<file path="src/rtl/core/sample_quantizer_bit_packer_assert.svh">
// assertion helpers shared by the sample quantizer bit packer modules
`ifndef SAMPLE_QUANTIZER_BIT_PACKER_ASSERT_SVH
`define SAMPLE_QUANTIZER_BIT_PACKER_ASSERT_SVH

// condition must hold at every edge outside reset
`define SQBP_ASSERT_ALWAYS(lbl, cond, msg) \
   lbl: assert property (@(posedge clock) disable iff (reset) (cond)) else $error(msg);

// consequent must hold in the same cycle as the antecedent
`define SQBP_ASSERT_IMPLY(lbl, ante, cons, msg) \
   lbl: assert property (@(posedge clock) disable iff (reset) (ante) |-> (cons)) else $error(msg);

`endif

</file>
<file path="src/rtl/core/sqbp_pkg.sv">
package sqbp_pkg;

   localparam int SAMPLE_W = 32;
   localparam int CSR_W    = 24;
   localparam int CSR_IDX_W = 2;
   localparam int PROD_W   = SAMPLE_W + CSR_W + 1;

   // bits_mode codes
   localparam logic [2:0] MODE_ONE     = 3'd0;
   localparam logic [2:0] MODE_TWO     = 3'd1;
   localparam logic [2:0] MODE_FOUR    = 3'd2;
   localparam logic [2:0] MODE_EIGHT   = 3'd3;
   localparam logic [2:0] MODE_SIXTEEN = 3'd4;

   // register indexes
   localparam logic [CSR_IDX_W-1:0] CSR_BITS_MODE  = 2'd0;
   localparam logic [CSR_IDX_W-1:0] CSR_THRESHOLD  = 2'd1;
   localparam logic [CSR_IDX_W-1:0] CSR_GAIN_48    = 2'd2;
   localparam logic [CSR_IDX_W-1:0] CSR_GAIN_16    = 2'd3;

   // reset values
   localparam logic [2:0]       RST_BITS_MODE = MODE_TWO;
   localparam logic [CSR_W-1:0] RST_THRESHOLD = 24'd62915;
   localparam logic [CSR_W-1:0] RST_GAIN_48   = 24'd195278;
   localparam logic [CSR_W-1:0] RST_GAIN_16   = 24'd6553600;

   // wide code offsets and ceilings
   localparam logic [16:0] OFFSET_FOUR    = 17'd8;
   localparam logic [16:0] OFFSET_EIGHT   = 17'd128;
   localparam logic [16:0] OFFSET_SIXTEEN = 17'd32768;
   localparam logic [16:0] MAX_FOUR       = 17'd15;
   localparam logic [16:0] MAX_EIGHT      = 17'd255;
   localparam logic [16:0] MAX_SIXTEEN    = 17'd65535;

   typedef struct packed {
      logic [7:0] byte_lo;
      logic [7:0] byte_hi;
      logic       two_bytes;
      logic       frame_end;
   } sqbp_entry_type;

   typedef struct packed {
      logic full;
      logic near_full;
      logic empty;
   } sqbp_qstat_type;

endpackage

</file>
<file path="src/rtl/core/sqbp_back.sv">
module sqbp_back import sqbp_pkg::*; (
   input  logic           clock,
   input  logic           reset,
   input  sqbp_entry_type head,
   input  sqbp_qstat_type qstat,
   output logic           pop,
   output logic           rsp_empty,
   input  logic           rsp_pop,
   output logic [7:0]     rsp_packed_byte,
   output logic           rsp_last_of_item,
   output logic           rsp_frame_end
);

`include "sample_quantizer_bit_packer_assert.svh"

   logic       out_valid_ff;
   logic [7:0] out_byte_ff;
   logic       out_last_ff;
   logic       out_frame_ff;
   logic       hi_pending_ff;
   logic [7:0] hi_byte_ff;
   logic       hi_frame_ff;
   logic       load;

   // output slot frees when empty or when its beat is taken
   assign load = !out_valid_ff || rsp_pop;
   assign pop  = load && !hi_pending_ff && !qstat.empty;

   assign rsp_empty        = !out_valid_ff;
   assign rsp_packed_byte  = out_byte_ff;
   assign rsp_last_of_item = out_last_ff;
   assign rsp_frame_end    = out_frame_ff;

   always_ff @(posedge clock) begin
      if (reset) begin
         out_valid_ff  <= 1'b0;
         hi_pending_ff <= 1'b0;
      end else if (load) begin
         if (hi_pending_ff) begin
            out_valid_ff  <= 1'b1;
            hi_pending_ff <= 1'b0;
         end else if (!qstat.empty) begin
            out_valid_ff  <= 1'b1;
            hi_pending_ff <= head.two_bytes;
         end else begin
            out_valid_ff <= 1'b0;
         end
      end
   end

   always_ff @(posedge clock) begin
      if (load) begin
         if (hi_pending_ff) begin
            out_byte_ff  <= hi_byte_ff;
            out_last_ff  <= 1'b1;
            out_frame_ff <= hi_frame_ff;
         end else if (!qstat.empty) begin
            out_byte_ff  <= head.byte_lo;
            out_last_ff  <= !head.two_bytes;
            out_frame_ff <= !head.two_bytes && head.frame_end;
            hi_byte_ff   <= head.byte_hi;
            hi_frame_ff  <= head.frame_end;
         end
      end
   end

   `SQBP_ASSERT_IMPLY(a_hi_needs_lo, hi_pending_ff, out_valid_ff, "high byte without low byte")
   `SQBP_ASSERT_IMPLY(a_not_last_has_hi, out_valid_ff && !out_last_ff, hi_pending_ff,
      "first byte shown with no second byte waiting")
   `SQBP_ASSERT_IMPLY(a_frame_on_last, out_valid_ff && out_frame_ff, out_last_ff,
      "frame end on a byte that is not last")

endmodule

</file>
<file path="config.mk">
export PLATFORM = sky130hd
export DESIGN_NAME = sqbp_back
export DESIGN_NICKNAME = d
export VERILOG_FILES = /design/src/rtl/core/sqbp_pkg.sv /design/src/rtl/core/sqbp_back.sv
export VERILOG_INCLUDE_DIRS = /design/src /design/src/rtl/core
export SDC_FILE = /design/constraint.sdc
export NUM_CORES = 1
export LEC_CHECK = 0
export BUFFER_PORTS_ARGS = -buffer_cell sky130_fd_sc_hd__buf_2
export CAP_MARGIN = 20
export CORE_MARGIN = 5
export CORE_UTILIZATION = 50
export CTS_BUF_LIST = sky130_fd_sc_hd__clkbuf_4
export DETAILED_ROUTE_END_ITERATION = 6
export PLACE_DENSITY = 0.85
export SETUP_SLACK_MARGIN = 0.3
export SLEW_MARGIN = 20
export SYNTH_ARGS = -nofsm -noshare
export SYNTH_HDL_FRONTEND = slang
export SYNTH_SLANG_ARGS = --single-unit
</file>
<file path="constraint.sdc">
create_clock -name clock -period 3.3 [get_ports clock]
set_input_delay 0.33 -clock clock [delete_from_list [all_inputs] [get_ports clock]]
set_output_delay 0.33 -clock clock [all_outputs]
set_load 0.005 [all_outputs]
</file>
### Word-level counts from Yosys, hierarchy flattened

Cells that the tools add are included.

| storage, ports and cells | value |
|---|---|
| bits in registers | 21 |
| output and inout bits | 12 |

| operators by class | value |
|---|---|
| equal/unequal tests | 1 |
| multiplexer cells | 9 |
| bitwise logic cells | 2 |
| reduce and logical (&&, ||, !) cells | 10 |

Operator list:

| operator | number |
|---|---|
| $mux W8 | 2 |
| $mux W1 | 7 |
| $logic_not A1 Y1 | 4 |
| $logic_and A1 B1 Y1 | 3 |
| $reduce_and A3 Y1 | 1 |
| $ne A2 B1 Y1 const B | 1 |
| $not A1 Y1 | 2 |
| $reduce_and A2 Y1 | 1 |
| $logic_or A1 B1 Y1 | 1 |

### Logic depth before layout (Yosys ltp)

| depth | value |
|---|---|
| depth in word-level cells | 4 |
| gate-level depth with buffers | 3 |

### Worst setup path before layout

No wires, ideal clock.

| timing | value |
|---|---|
| path type | flip-flop to flip-flop |
| start point | register hi_pending_ff |
| end point | register hi_byte_ff[0] (enable) |
| setup time | 387 ps |
| data arrival time | 1234 ps |
| slack | 1680 ps |
| cell stages (with the launch flop) | 3 |
| buffers on the path | 1 |
| path through | dfxtp_1 -> buf_2 -> nor3_1 |

| on the way | value |
|---|---|
| cells in the longest elaborated chain, start to end | 2 |

RTL lines:

| element | RTL line | RTL |
|---|---|---|
| from (decl) | sqbp_back.sv:20 | `logic hi_pending_ff;` |
| from (signal assigned) | sqbp_back.sv:44 | `hi_pending_ff <= head.two_bytes;` |
| $not A1 Y1 (no line) | -- |  |
| $reduce_and A3 Y1 (no line) | -- |  |
| to (signal assigned) | sqbp_back.sv:61 | `hi_byte_ff <= head.byte_hi;` |
| to (decl) | sqbp_back.sv:21 | `logic [7:0] hi_byte_ff;` |

No other way between the ends.
A chain may end at the register's enable or synchronous reset.

### Final worst setup path

| timing | value |
|---|---|
| start point | register hi_pending_ff |
| end point | register out_byte_ff[7], in the netlist rsp_packed_byte[7] (enable) |

| on the way | value |
|---|---|
| cells in the longest elaborated chain, start to end | 2 |

RTL lines:

| element | RTL line | RTL |
|---|---|---|
| $ne A2 B1 Y1 (no line) | -- |  |
| $reduce_and A2 Y1 (no line) | -- |  |
| to (signal assigned) | sqbp_back.sv:54 | `out_byte_ff <= hi_byte_ff;` |
| to (signal assigned) | sqbp_back.sv:58 | `out_byte_ff <= head.byte_lo;` |
| to (decl) | sqbp_back.sv:17 | `logic [7:0] out_byte_ff;` |

No other way between the ends.

==> metrics.log <==
INFO  metric netlist_top_cells_count = 19 x sky130_fd_sc_hd__edfxtp_1, 8 x sky130_fd_sc_hd__mux2_2, 2 x sky130_fd_sc_hd__dfxtp_1, 2 x sky130_fd_sc_hd__inv_1, 2 x sky130_fd_sc_hd__nor3_1
INFO  metric power.share.combinational = 10.0%
INFO  metric critPathArrivalTime = 1.86 ns
INFO  metric worst-path-max-fanout = 15
INFO  metric postRouteWirelength = 1.30 mm
INFO  metric startpoint = hi_pending_ff
INFO  metric clock_tree_from_tritoncts = done
INFO  metric globalRouteTotalUtil = a little over a tenth
INFO  metric replace_congestion = just under 0.8
INFO  metric netlist-cell-type-count = 16
INFO  metric post-route-period-util = 58.9%
INFO  metric ys_top_cells_by_area = sky130_fd_sc_hd__edfxtp_1 72%, sky130_fd_sc_hd__mux2_2 11%, sky130_fd_sc_hd__dfxtp_1 5.1%
INFO  metric die-area = 0.00247 mm2
INFO  metric grt_first_pass_wirelength = 1.98 mm
INFO  metric fmax = 514 MHz
INFO  metric r2r.worst_path.cells = 2
INFO  metric critPathLaunchType = flip-flop
INFO  metric swShare = 19.5%
INFO  metric net-switching-power = 0.0958 mW
INFO  metric max_slew_margin = 38.0%
INFO  metric number_of_enable_type_register_cells_in_the_synthesized_netlist = 19
INFO  metric max_cap_viols = 0
INFO  metric drive_gt1_share = 57.5%
INFO  metric finClkSkew = 0.00330 ns
INFO  metric cellPowerDensity = ~490 mW/mm2
INFO  metric synthesized_netlist_cell_count = 44
INFO  metric clkLatencyLatePin = 0.29 ns
INFO  metric insertedDiodeCount = 0
INFO  metric io-pin-count = 36
INFO  metric post-synth-top-area-cell = sky130_fd_sc_hd__edfxtp_1
INFO  metric synth_async_sr_flop_share = 0%
INFO  metric post-dp-hpwl = about 990 um
INFO  metric port_buffers = 33
INFO  metric area_delta_synth_final = 27.3%
INFO  metric grt_max_degree = 16
INFO  metric slew_worst_pin = around 0.93 ns
INFO  metric cts.htree.levels = 1
INFO  metric post_synthesis_sequential_area_ratio = 77.3%
INFO  metric outcome = finished, final reports clean
INFO  metric number_of_vias_in_the_routed_layout = about 500
INFO  metric place.detailed.instances = 92
INFO  metric grt_setup_unrepaired = no
INFO  metric finalCriticalPeriod = just under 2 ns
INFO  metric totalNegativeSetupSlack = 0 ns
INFO  metric post_route_antenna_net_violation_count = 0
INFO  metric cts_resized = 0
INFO  metric ys_dominant_reg_cell = sky130_fd_sc_hd__edfxtp_1
INFO  metric post_route_worst_hold_slack = between 0.2 and 0.25 ns
INFO  metric multi_input_area = 171 um2
INFO  metric initial_core_util = between 50% and 60%
INFO  metric post_synth_instance_area = 790 um2
INFO  metric core_region_area = about 0.0015 mm2
INFO  metric hp-class = in -> reg
INFO  metric die_w = ~50 um
INFO  metric power.clock.fraction = 24.8%
INFO  metric finalNonFillerCells = 96
INFO  metric cts_max_path_buffers = 2
INFO  metric net_count_after_synthesis = roughly 70
INFO  metric tritoncts_num_sinks = 21
INFO  metric crit-reg2reg-launch = hi_pending_ff
INFO  metric rrSetupSlack = 1.36 ns
INFO  metric ff_latch_area = 611 um2
INFO  metric setup.worst_path.end = rsp_packed_byte[7]
INFO  metric peakVddDrop = approximately 0.00026 V
INFO  metric path_clk_slew = about 0.1 ns
INFO  metric finalMaxSlewViolations = 0
INFO  metric detail_route.iter0.violations = 12
INFO  metric cp_data_required_time = 3.22 ns
INFO  metric num-fill-cells = 105
INFO  metric num-nets-final = 105
INFO  metric clockRootBuffer = sky130_fd_sc_hd__clkbuf_4
INFO  metric detail_route.first_pass.iterations = 6
INFO  metric yosys.cell_count.top_type = sky130_fd_sc_hd__edfxtp_1
INFO  metric ctsHoldBuffers = 0
INFO  metric r2r-end = rsp_packed_byte[7]
INFO  metric globalRoute.totalOverflow = 0
INFO  metric avgRoutedWirePerCell = between 10 and 15 um
INFO  metric post_synth.cell_area_avg = 17.9 um2
INFO  metric chipHeight = slightly below 50 um
INFO  metric critPathCaptureType = flip-flop
INFO  metric utilization = 66.7%
INFO  metric criticalPathCategory = reg -> reg
INFO  metric post_cts.repair.setup_buffers = 0
INFO  metric setup_viol = 0
INFO  metric cts_buffers = 3
INFO  metric grt_antenna_before_repair = 0
INFO  metric final_hold_vio_count = 0
INFO  metric ys_seq_elements = 21
INFO  metric total_leakage_power = 0.410 nW
INFO  metric grt_pass1_vias = 470
INFO  metric yosys.area.top_type_share = between 70% and 80%
INFO  metric std_cell_rows = 14
INFO  metric drc = 0
INFO  metric p_seq_share = 65.3%
INFO  metric synth-warning-count = 0
INFO  metric routed_via_density = 5.08
INFO  metric internal_power = slightly below 0.4 mW
INFO  metric power = 0.491 mW
-- area by class of cell --
class                      instances  area share, %
sequential                        21           60.8
timing repair buffer              33           16.4
inverter                           2          0.747
tap                               16           1.99
clock buffer                       4           2.99
multi-input combinational         20           17.1
-- cell usage in the layout, fill, tap and decap left out --
master	Yosys	final
sky130_fd_sc_hd__buf_2	1	33
sky130_fd_sc_hd__edfxtp_1	19	19
sky130_fd_sc_hd__mux2_2	8	8
sky130_fd_sc_hd__clkbuf_4	0	4
sky130_fd_sc_hd__inv_1	2	2
sky130_fd_sc_hd__dfxtp_1	2	2
sky130_fd_sc_hd__nor2b_1	1	1
sky130_fd_sc_hd__nor3_1	2	1
sky130_fd_sc_hd__a21oi_1	1	1
sky130_fd_sc_hd__nor3_2	0	1
sky130_fd_sc_hd__nor2_1	1	1
sky130_fd_sc_hd__a22o_1	1	1
sky130_fd_sc_hd__nand2b_1	1	1
sky130_fd_sc_hd__a31oi_1	1	1
sky130_fd_sc_hd__or4b_1	1	1
sky130_fd_sc_hd__or4bb_1	1	1
sky130_fd_sc_hd__o21ai_1	1	1
sky130_fd_sc_hd__nand2_1	1	1
-- critical path, cell delays in order (launching register included) --
cell	delay [ns]
sky130_fd_sc_hd__dfxtp_1	0.68
sky130_fd_sc_hd__inv_1	0.15
sky130_fd_sc_hd__a21oi_1	0.75
-- sequential cells by signal, indices dropped and copies added, names as in the netlist --
register,flops
out_valid_ff,1
hi_frame_ff,1
rsp_frame_end,1
rsp_last_of_item,1
hi_byte_ff,8
hi_pending_ff,1
rsp_packed_byte,8
-- power groups by stage --
stage	combinational [mW]	clock, mW	sequential (mW)
after CTS	0.0490	0.127	0.321
after floorplan	0.0210	0	0.326
after global routing	0.0544	0.136	0.323
after detailed placement	0.0490	0	0.327
final	0.0489	0.122	0.320
after global placement	0.0473	0	0.326
-- through the flow --
stage / cell area [um2] / worst slack, ns
4_1_cts: 1000 / 1.33
6_report: 1000 / 1.36
5_1_grt: 1000 / 1.16
3_5_place_dp: 970 / 1.35
2_1_floorplan: 790 / 1.68
3_3_place_gp: 970 / 1.46
-- metal layers --
layer  vias up  part of all wire, %  GRT usage (%)
li1        243                    -              -
met1       217                   37           11.0
met2        26                   52           18.4
met3         2                  9.0           2.41
met4         0                  2.1           9.61
met5         -                    0              0
-- kinds of logic after synthesis --
family	count (synthesis)	share of synthesized area, %
AO/OA/AOI/OAI	4	3.17
buffers and inverters	3	1.58
flip-flops	21	77.3
multiplexers	8	11.4
AND/OR/NAND/NOR	8	6.50
-- worst min-delay path by stage --
| stage | startpoint | endpoint | slack, ns | cells after the start |
|---|---|---|---|---|
| 5_1_grt | head[5] | hi_byte_ff[3] | 0.19 | 1 |
| 2_1_floorplan | reset | out_valid_ff | 0.40 | 1 |
| 4_1_cts | head[2] | hi_byte_ff[0] | 0.20 | 1 |
| 3_3_place_gp | out_valid_ff | out_valid_ff | 0.50 | 2 |
| 6_report | head[3] | hi_byte_ff[1] | 0.21 | 1 |
| 3_5_place_dp | head[4] | hi_byte_ff[2] | 0.51 | 1 |
Power figures use the tool's default switching activity.
