`src/rtl/core/sample_quantizer_bit_packer_assert.svh`:
```
// assertion helpers shared by the sample quantizer bit packer modules
`ifndef SAMPLE_QUANTIZER_BIT_PACKER_ASSERT_SVH
`define SAMPLE_QUANTIZER_BIT_PACKER_ASSERT_SVH

// condition must hold at every edge outside reset
`define SQBP_ASSERT_ALWAYS(lbl, cond, msg) \
   lbl: assert property (@(posedge clock) disable iff (reset) (cond)) else $error(msg);

// consequent must hold in the same cycle as the antecedent
`define SQBP_ASSERT_IMPLY(lbl, ante, cons, msg) \
   lbl: assert property (@(posedge clock) disable iff (reset) (ante) |-> (cons)) else $error(msg);

`endif

```
`src/rtl/core/sqbp_pkg.sv`:
```
package sqbp_pkg;

   localparam int SAMPLE_W = 32;
   localparam int CSR_W    = 24;
   localparam int CSR_IDX_W = 2;
   localparam int PROD_W   = SAMPLE_W + CSR_W + 1;

   // bits_mode codes
   localparam logic [2:0] MODE_ONE     = 3'd0;
   localparam logic [2:0] MODE_TWO     = 3'd1;
   localparam logic [2:0] MODE_FOUR    = 3'd2;
   localparam logic [2:0] MODE_EIGHT   = 3'd3;
   localparam logic [2:0] MODE_SIXTEEN = 3'd4;

   // register indexes
   localparam logic [CSR_IDX_W-1:0] CSR_BITS_MODE  = 2'd0;
   localparam logic [CSR_IDX_W-1:0] CSR_THRESHOLD  = 2'd1;
   localparam logic [CSR_IDX_W-1:0] CSR_GAIN_48    = 2'd2;
   localparam logic [CSR_IDX_W-1:0] CSR_GAIN_16    = 2'd3;

   // reset values
   localparam logic [2:0]       RST_BITS_MODE = MODE_TWO;
   localparam logic [CSR_W-1:0] RST_THRESHOLD = 24'd62915;
   localparam logic [CSR_W-1:0] RST_GAIN_48   = 24'd195278;
   localparam logic [CSR_W-1:0] RST_GAIN_16   = 24'd6553600;

   // wide code offsets and ceilings
   localparam logic [16:0] OFFSET_FOUR    = 17'd8;
   localparam logic [16:0] OFFSET_EIGHT   = 17'd128;
   localparam logic [16:0] OFFSET_SIXTEEN = 17'd32768;
   localparam logic [16:0] MAX_FOUR       = 17'd15;
   localparam logic [16:0] MAX_EIGHT      = 17'd255;
   localparam logic [16:0] MAX_SIXTEEN    = 17'd65535;

   typedef struct packed {
      logic [7:0] byte_lo;
      logic [7:0] byte_hi;
      logic       two_bytes;
      logic       frame_end;
   } sqbp_entry_type;

   typedef struct packed {
      logic full;
      logic near_full;
      logic empty;
   } sqbp_qstat_type;

endpackage

```
`src/rtl/core/sqbp_queue.sv`:
```
module sqbp_queue import sqbp_pkg::*; #(
   parameter int DEPTH = 4
) (
   input  logic           clock,
   input  logic           reset,
   input  logic           push,
   input  sqbp_entry_type push_entry,
   input  logic           pop,
   output sqbp_entry_type head,
   output sqbp_qstat_type qstat
);

`include "sample_quantizer_bit_packer_assert.svh"

   localparam int PTR_W = (DEPTH > 1) ? $clog2(DEPTH) : 1;
   localparam int CNT_W = $clog2(DEPTH + 1);

   sqbp_entry_type   mem_ff [DEPTH];
   logic [PTR_W-1:0] wr_ptr_ff, rd_ptr_ff;
   logic [CNT_W-1:0] count_ff;

   assign head            = mem_ff[rd_ptr_ff];
   assign qstat.empty     = (count_ff == '0);
   assign qstat.full      = (count_ff >= CNT_W'(DEPTH));
   assign qstat.near_full = (count_ff >= CNT_W'(DEPTH - 1));

   always_ff @(posedge clock) begin
      if (reset) begin
         wr_ptr_ff <= '0;
         rd_ptr_ff <= '0;
         count_ff  <= '0;
      end else begin
         if (push) begin
            wr_ptr_ff <= (wr_ptr_ff == PTR_W'(DEPTH - 1)) ? '0 : wr_ptr_ff + 1'b1;
         end
         if (pop) begin
            rd_ptr_ff <= (rd_ptr_ff == PTR_W'(DEPTH - 1)) ? '0 : rd_ptr_ff + 1'b1;
         end
         if (push && !pop) begin
            count_ff <= count_ff + 1'b1;
         end else if (pop && !push) begin
            count_ff <= count_ff - 1'b1;
         end
      end
   end

   always_ff @(posedge clock) begin
      if (push) begin
         mem_ff[wr_ptr_ff] <= push_entry;
      end
   end

   `SQBP_ASSERT_IMPLY(a_no_push_when_full, push, !qstat.full || pop, "queue overrun")
   `SQBP_ASSERT_IMPLY(a_no_pop_when_empty, pop, !qstat.empty, "queue underrun")
   `SQBP_ASSERT_ALWAYS(a_count_bound, count_ff <= CNT_W'(DEPTH), "queue count out of range")

endmodule

```
`config.mk`:
```
export PLATFORM = sky130hd
export DESIGN_NAME = sqbp_queue
export DESIGN_NICKNAME = d
export VERILOG_FILES = /design/src/rtl/core/sqbp_pkg.sv /design/src/rtl/core/sqbp_queue.sv
export VERILOG_INCLUDE_DIRS = /design/src /design/src/rtl/core
export SDC_FILE = /design/constraint.sdc
export NUM_CORES = 1
export LEC_CHECK = 0
export ABC_AREA = 1
export ABC_CLOCK_PERIOD_IN_PS = 1580
export BUFFER_PORTS_ARGS = -buffer_cell sky130_fd_sc_hd__buf_4
export CORE_ASPECT_RATIO = 0.7
export CORE_MARGIN = 3
export CORE_UTILIZATION = 40
export CTS_CLUSTER_DIAMETER = 150
export DETAILED_ROUTE_END_ITERATION = 7
export GPL_TIMING_DRIVEN = 0
export HOLD_SLACK_MARGIN = 0.12
export PLACE_DENSITY = 0.62
export SETUP_SLACK_MARGIN = 0.4
export SLEW_MARGIN = 5
export SYNTH_ARGS = -nofsm -noshare
export SYNTH_HDL_FRONTEND = slang
export SYNTH_SLANG_ARGS = --single-unit
```
`constraint.sdc`:
```
create_clock -name clock -period 1.58 [get_ports clock]
set_clock_uncertainty 0.15 [all_clocks]
set_input_delay 0.316 -clock clock [delete_from_list [all_inputs] [get_ports clock]]
set_output_delay 0.316 -clock clock [all_outputs]
set_load 0.1 [all_outputs]
```
* After elaboration in Yosys (flattened, before gate mapping)
Memories as Yosys holds them, arrays and structs flattened. A register that Yosys moved wholly into a read port is not among the register bits.
Index checks and enable logic that the tools add are counted.
** Word-level totals
- Word-level logic and storage cells :: 26
- Flip-flop bits (word level) :: 7
- Memories :: 1
- Input port bits :: 22
- Bits in writable memories :: 72
- Output and inout bits :: 21
** Cells by class
- $lt $le $gt $ge :: 2
- Muxes and demuxes :: 8
- $add $sub $neg :: 4
- Reduce and logical (&&, ||, !) cells :: 6
- Eq/ne operators :: 2
** Memory list
- mem_ff :: words 4, bits a word 18, rd ports 1, clocked after memory_dff 1, write ports 1, line sqbp_queue.sv:18 : sqbp_entry_type mem_ff [DEPTH];
** Operators by type and width (count)
- 2-bit two-way mux :: 4
- 3-bit two-way mux :: 2
- 2-bit by 1-bit adder with 2-bit output (second input constant) :: 2
- 2-bit == test (second input constant) :: 2
- 3-bit by 1-bit adder with 3-bit output (second input constant) :: 1
- 3-bit by 2-bit greater-or-equal comparator with 1-bit output (second input constant) :: 1
- 3-bit greater-or-equal comparator (second input constant) :: 1
- 3-bit zero test :: 1
- 3-bit by 1-bit subtractor with 3-bit output (second input constant) :: 1
- 1-bit logical AND :: 2
- 1-bit zero test :: 2
- 1-bit two-way mux :: 2
- 2-bit nonzero test :: 1

* Depth between registers and ports, before layout
Gate-level depths: netlist (run 1).
- Depth after elaboration :: 4
- Depth in mapped cells :: 10
- Mapped depth without buffers :: 10

* Worst setup path before layout (run 1)
OpenSTA, ideal clock, no wires.
- Path kind :: reg2out
- Start :: register count_ff[0]
- End :: output qstat[0] in the netlist's numbering
- Buffers on the path :: 0
- Setup slack :: -1306 ps
- Arrival :: 2420 ps
- Stages on the path, launching flop included :: 2
- Required time :: 1114 ps
- Path through :: dfxtp_1 > nor3_1
** RTL lines
- start, declared :: line sqbp_queue.sv:20 : logic [CNT_W-1:0] count_ff;
- start signal, assigned :: line sqbp_queue.sv:40 : count_ff <= count_ff + 1'b1;
- start signal, assigned :: line sqbp_queue.sv:42 : count_ff <= count_ff - 1'b1;
- end, declared :: line sqbp_queue.sv:10 : output sqbp_qstat_type qstat

==> impl_results.md, run 1 <==
* Outcome: finished, violations left
* Failing checks: setup timing
* Sw Pwr at 2070 µW
* Fmax at 505.6 MHz
* Area grow syn2layout at 70.90%
* Clock latency at the later pin of the worst-skew pair at 0.34 ns
* Slew HR at 79.06%
* Initial antenna violation count at 0
* Mapped cell area at 3182 µm²
* Nets at 351
* Critical Path Max Stage Delay at 0.36 ns
* Post-synthesis cell type count at 20
* Cell taking the most area after synthesis: edfxtp_1
* P_leak at 0.001925 µW
* Die height at 80.62 µm
* Unrepaired setup endpoints after global routing: yes
* Final setup margin at -0.3978 ns
* Non-filler instance count after layout at 425
* Final Hold Viols at 0
* Critical path arrival at 1.51 ns
* Wirelength per Cell at 17.76 µm
* DRT antenna net count at 0
* Diodes inserted at 0
* Part of the power in registers at 38.4%
* DIE WIDTH at 112.6 µm
* Crit Path Category: reg2out
* # clock sinks at 81
* Die Footprint at 9078 µm²
* Post-Syn Area per Cell at 13.54 µm²
* Pin count of the biggest net entering global routing at 19
* Vias/cell at 5.115
* Post-place setup slack at -0.1552 ns
* Gr usage total at 17.68%
* Fillers at 449
* Hpwl dp at 4353 µm
* Worst vdd ir at 0.7234 mV
* PD cells at 1202 nW/µm²
* Clk root buf: clkbuf_16
* FF+latch count, synth at 81
* Most used cell, CP: buf_12
* Crit Path Max Fanout at 8
* Reg area at 2365 µm²
* Clock transition at the registers of the reported paths at 0.06 ns
* Min Tclk post-route at 1.978 ns
* Gr ovfl total at 0
* Synth Net Count at 264
* DRT Pass-1 Iters at 4
* Core Area at 7515 µm²
* Worst Setup End Kind: primary output
* Crit-path slowest cell: dfxtp_4
* CTS tree: built
* CP Launch Type: flip-flop
* Starting density of the core at 42.34%
* CP Data Required Time at 1.11 ns
* # IOs at 43
* Post-Syn Instances at 235
* Max Root-Sink Buffers at 2
* Final Slew Violations at 0
* Period utilization at 125.2%
* Seq/Total Area, Yosys at 73.61%
* Iter 0 DRT Violations at 106
* # rows at 26
* Ys Warns at 0
* TritonCTS Buffers at 9
* Type of the tightest min-delay check: in2reg
* H-tree Lvls at 3
* CP Cell Sequence: buf_12, inv_12, buf_12, nor2_2, o22ai_4, buf_12
* Maxcap violations at 0
* Multi-input gate area at 1289 µm²
* Layout cells sized above 1 at 54.74%
* Residual DRC at 0
* Comb pwr share at 29.8%
* Placer Congestion at 0.7115
* Vias in the first global route at 2193
* Clock share of power at 31.8%
* # port buffers at 42
* Global-route wire length before repair at 11850 µm
* Finished Core Util at 72.36%
* Net Sw Frac at 31.69%
* Slew @ Worst Pin at 0.3108 ns
* Setup Viol. Count Final at 19
* DP Cell Count at 375
* Int Pwr at 4464 µW
* Via count at 2174
* WL final at 7546 µm
* Synth top area cells: edfxtp_1, dfxtp_1, nor2_1
* Top-area cell type share of the netlist area at 67.95%
[through the flow]
step	cell area [µm²]	hold WS (ns)	TNS, ns	total power (µW)
3_5_place_dp	4134	0.3483	-5.220	3976
2_1_floorplan	3696	0.2287	-2.407	3669
6_report	5438	0.1690	-6.932	6534
5_1_grt	5438	0.1775	-7.733	6760
3_3_place_gp	4134	0.3405	-4.474	3954
4_1_cts	5241	0.1213	-6.978	6456
[power groups by stage]
| stage | logic, µW | registers (µW) | clock network [µW] |
|---|---|---|---|
| 6_report | 1950 | 2510 | 2080 |
| 3_3_place_gp | 1420 | 2540 | 0 |
| 5_1_grt | 2030 | 2520 | 2220 |
| 3_5_place_dp | 1440 | 2540 | 0 |
| 2_1_floorplan | 1140 | 2530 | 0 |
| 4_1_cts | 1860 | 2500 | 2090 |
[routing by layer]
metal	GRT usage [%]	wire, µm
met4	5.402	77
met5	0	0
met3	5.422	356
met2	28.72	3790
met1	22.90	3321
[worst max-delay path: cells and delay by family (launching register included)]
family | cells | cell delay, ns
and+or+nand+nor | 1 | 0.05
AOI/OAI and AO/OA | 1 | 0.19
DFF | 1 | 0.36
buffers and inverters | 4 | 0.58
[placed cells by master (no fill, tap or decap), types with 5 or more instances in the layout]
cell	n
edfxtp_1	72
buf_12	32
buf_4	23
nor2_2	22
nor2_1	21
dlygate4sd3_1	19
o22ai_4	18
o21ai_4	14
clkbuf_16	13
o21ai_2	12
o21ai_1	11
clkinvlp_4	6
dfxtp_4	6
nand2_4	5
inv_1	5
ha_4	5
[cells by family after synthesis]
| group | synth area share (%) |
|---|---|
| buffers and inverters | 5.859 |
| adders and majority gates | 2.989 |
| AOI/OAI and AO/OA | 10.46 |
| and+or+nand+nor | 7.078 |
| DFF | 73.61 |
[sequential cells by signal (all words and copies together) (netlist names), named ones only]
| name | cells |
|---|---|
| count_ff | 3 |
| mem_ff | 72 |
| rd_ptr_ff | 2 |
| wr_ptr_ff | 2 |
[Yosys cell counts (all sizes together)]
master and number:
edfxtp 72, nor2 43, o21ai 40, o22ai 18, inv 16, buf 10
nand2 10, dfxtp 9, ha 6, a21oi 4, nor3 3, clkbuf 1
fa 1, nand3 1, nand4 1
[layout make-up]
cell class / instances / share of cell area (%)
Sequential cell: 81 / 43.49
Multi-Input combinational cell: 127 / 23.70
Timing Repair Buffer: 75 / 19.21
Clock buffer: 10 / 4.211
Buffer: 11 / 3.636
Tap cell: 98 / 2.255
Inverter: 16 / 2.140
Clock inverter: 6 / 1.243
Timing Repair inverter: 1 / 0.1150
[what timing repair did]
item	4_1_cts	5_1_grt
resized for setup	129	22
gates cloned	3	4
buffers inserted	7	1
hold buffers	19	0
pin swaps	5	3
endpoints found under the hold margin	75	0
endpoints found under the setup margin	96	96
[path summary, 6_finish.rpt]
kind | startpoint | to | slack [ns] | cells after the start
max | flip-flop | head[14] | -0.40 | 6
min | reset | count_ff[2] | 0.17 | 4
max reg2reg | count_ff[1] | count_ff[1] | 0.15 | 4
min reg2reg | count_ff[0] | count_ff[0] | 0.34 | 1
No activity file was read; power rests on OpenSTA's default activity.
==> run 2, diff against run 1 <==
--- a/config.mk
+++ b/config.mk
@@ -7,7 +7,7 @@
 export NUM_CORES = 1
 export LEC_CHECK = 0
 export ABC_AREA = 1
-export ABC_CLOCK_PERIOD_IN_PS = 1580
+export ABC_CLOCK_PERIOD_IN_PS = 1700
 export BUFFER_PORTS_ARGS = -buffer_cell sky130_fd_sc_hd__buf_4
 export CORE_ASPECT_RATIO = 0.7
 export CORE_MARGIN = 3
==> constraint.sdc (replaced) <==
create_clock -name clock -period 1.7 [get_ports clock]
set_clock_uncertainty 0.15 [all_clocks]
set_input_delay 0.34 -clock clock [delete_from_list [all_inputs] [get_ports clock]]
set_output_delay 0.34 -clock clock [all_outputs]
set_load 0.1 [all_outputs]
==> impl_results.md, run 2 (synthesis gave the netlist of run 1 again) <==
* Slew @ Worst Pin at 0.3356 ns (+0.02483 ns)
* Setup Viol. Count Final at 18 (-1)
* Starting density of the core at 42.34% (unchanged)
* CP Cell Sequence: buf_12, inv_12, buf_8, o21ai_2, o22ai_4, buf_12
* Via count at 2178 (+0.18%)
* Hold Crit Depth at 4 (unchanged)
* Reg2Reg Depth at 7 (+3)
* Slew HR at 77.39% (-1.7 points)
* GRT busiest layer: met2
* # port buffers at 42 (unchanged)
* Final instance area at 5348 µm² (-1.7%)
* Crit-path slowest cell: dfxtp_2
* DIE WIDTH at 112.6 µm (unchanged)
* Max Root-Sink Buffers at 2 (unchanged)
* Commonest non-fill, non-tap cell in the layout: edfxtp_1
* PD cells at 1106 nW/µm² (-8.0%)
* Type of the tightest min-delay check: in2reg
* Clock transition at the registers of the reported paths at 0.05 ns (about the same)
* Final setup margin at -0.2733 ns (+0.1245 ns)
* Diodes inserted at 0 (unchanged)
* Outcome: finished, violations left
* Hpwl dp at 4062 µm (-6.7%)
* Most flops, register: mem_ff
* Vias/cell at 5.053 (-1.2%)
* Clock latency at the later pin of the worst-skew pair at 0.33 ns (about the same)
* Critical path's top delay family: buffers and inverters
* Failing checks: setup timing
* Cell Area, Placed at 4099 µm² (-0.85%)
* Top flop regs: mem_ff (72), count_ff (3)
* TritonCTS Buffers at 9 (unchanged)
* Final Hold Viols at 0 (unchanged)
* Area grow syn2layout at 68.07%
* Met3 usage at 5.648% (+0.23 points)
* Placer Congestion at 0.7374 (+3.6%)
* Residual DRC at 0 (unchanged)
* Vias in the first global route at 2102 (-4.1%)
* Worst vdd ir at 0.6816 mV (-5.8%)
* Clk root buf: clkbuf_16
* Maxcap violations at 0 (unchanged)
* Nets at 358 (+2.0%)
* WL final at 7339 µm (-2.7%)
* Wirelength per Cell at 17.03 µm (-4.1%)
* # IOs at 43 (unchanged)
* # rows at 26 (unchanged)
* Die height at 80.62 µm (unchanged)
* Core Area at 7515 µm² (unchanged)
* M1 GR Usage at 23.54% (+0.65 points)
* Gr usage total at 17.28% (-0.40 points)
* Total power at 5912 µW (-9.5%)
* Critical path arrival at 1.48 ns (-0.03 ns)
* CP Data Required Time at 1.21 ns (+0.10 ns)
* CP Depth at 6 (unchanged)
* Gr ovfl total at 0 (unchanged)
* Die Footprint at 9078 µm² (unchanged)
* DRT Pass-1 Iters at 4 (unchanged)
* Iter 0 DRT Violations at 104 (-1.9%)
* Crit Path Max Fanout at 10 (+2)
* Critical Path Max Stage Delay at 0.32 ns (-0.04 ns)
* Unrepaired setup endpoints after global routing: yes
* # clock sinks at 81 (unchanged)
* Global-route wire length before repair at 11420 µm (-3.6%)
* DRT antenna net count at 0 (unchanged)
* P_leak at 0.001924 µW (about the same)
* Worst Setup End Kind: primary output
* Initial antenna violation count at 0 (unchanged)
* H-tree Lvls at 3 (unchanged)
* Fmax at 506.8 MHz
* Layout cells sized above 1 at 54.65% (-0.085 points)
* Final Slew Violations at 0 (unchanged)
* CP Launch Type: flip-flop
* Max FFs per register at 72 (unchanged)
* CP Buf/Inv Count at 4 (unchanged)
* Most used cell, CP: buf_12
* Crit Path Category: reg2out
* Most frequent cells in the layout: edfxtp_1, buf_12, nor2_1
* Met2 usage at 26.48% (-2.2 points)
* Min Tclk post-route at 1.973 ns
* CTS tree: built
* Period utilization at 116.1%
* Pin count of the biggest net entering global routing at 15 (-4)
==> run 2: cell types whose count changed in the layout (fill, tap and decap cells not counted), moves of 6 or more <==
| cell | before | now |
|---|---|---|
| o21ai_2 | 12 | 21 |
| nor2_2 | 22 | 16 |
| o21ai_0 | 3 | 11 |
| buf_6 | 3 | 11 |
| nor2_1 | 21 | 27 |
| o21ai_4 | 14 | 4 |
| o21ai_1 | 11 | 4 |
==> run 2: worst reg2reg max path, cell delays in order (launching register included) <==
cell,delay (ns)
dfxtp_4,0.37
buf_6,0.11
buf_6,0.11
fa_2,0.36
nand2_2,0.09
nand4_1,0.09
nand2_1,0.08
nor2_1,0.04
==> run 2: cell type report <==
cell class                      instances  area [µm²]
Multi-Input combinational cell        127        1196
Sequential cell                        81        2364
Tap cell                               98       122.6
Fill cell                             491        2167
Timing Repair Buffer                   83        1071
Clock buffer                           10       229.0
Buffer                                 11       191.4
Clock inverter                          5       47.55
Inverter                               16       126.4
==> run 2: stage by stage <==
step | TNS (ns) | hold WS (ns) | worst slack, ns | instances | util [%]
floorplan | -0.6416 | 0.2550 | -0.04864 | 235 | -
global placement | -0.3563 | 0.3663 | -0.04907 | 375 | 54.55
detailed placement | -0.4689 | 0.3722 | -0.06151 | 375 | 54.55
CTS | -4.725 | 0.2297 | -0.2835 | 425 | 69.36
global route | -5.513 | 0.2393 | -0.3259 | 431 | 71.16
finish | -4.495 | 0.2335 | -0.2733 | 431 | 71.16
==> run 2: per-layer routing <==
metal | vias to the layer above | share of wire, %
li1 | 1050 | -
met1 | 1067 | 45
met2 | 56 | 49
met3 | 5 | 5.0
met4 | 0 | 0.79
met5 | - | 0
==> run 2: path summary, 6_finish.rpt <==
| kind | start | endpoint | slack, ns |
|---|---|---|---|
| worst max-delay path | flip-flop | head[7] | -0.27 |
| worst min-delay path | pop | flip-flop | 0.23 |
| worst max register to register | count_ff[0] | count_ff[2] | 0.20 |
| worst min register to register | rd_ptr_ff[1] | flip-flop | 0.40 |
==> run 2: where the power goes <==
part	leakage (µW)	switching, µW	internal [µW]	total, µW
Sequential	0.000740	55.7	2270	2330
Combinational	0.00105	1050	716	1770
Clock	0.000137	703	1110	1820
==> run 2: repair_timing <==
item,in CTS,in global routing
cloned,1,3
setup endpoints to repair,95,99
endpoints found under the hold margin,75,0
pin swaps,3,5
hold buffers,19,0
gates resized for setup,123,22
setup buffers,15,3
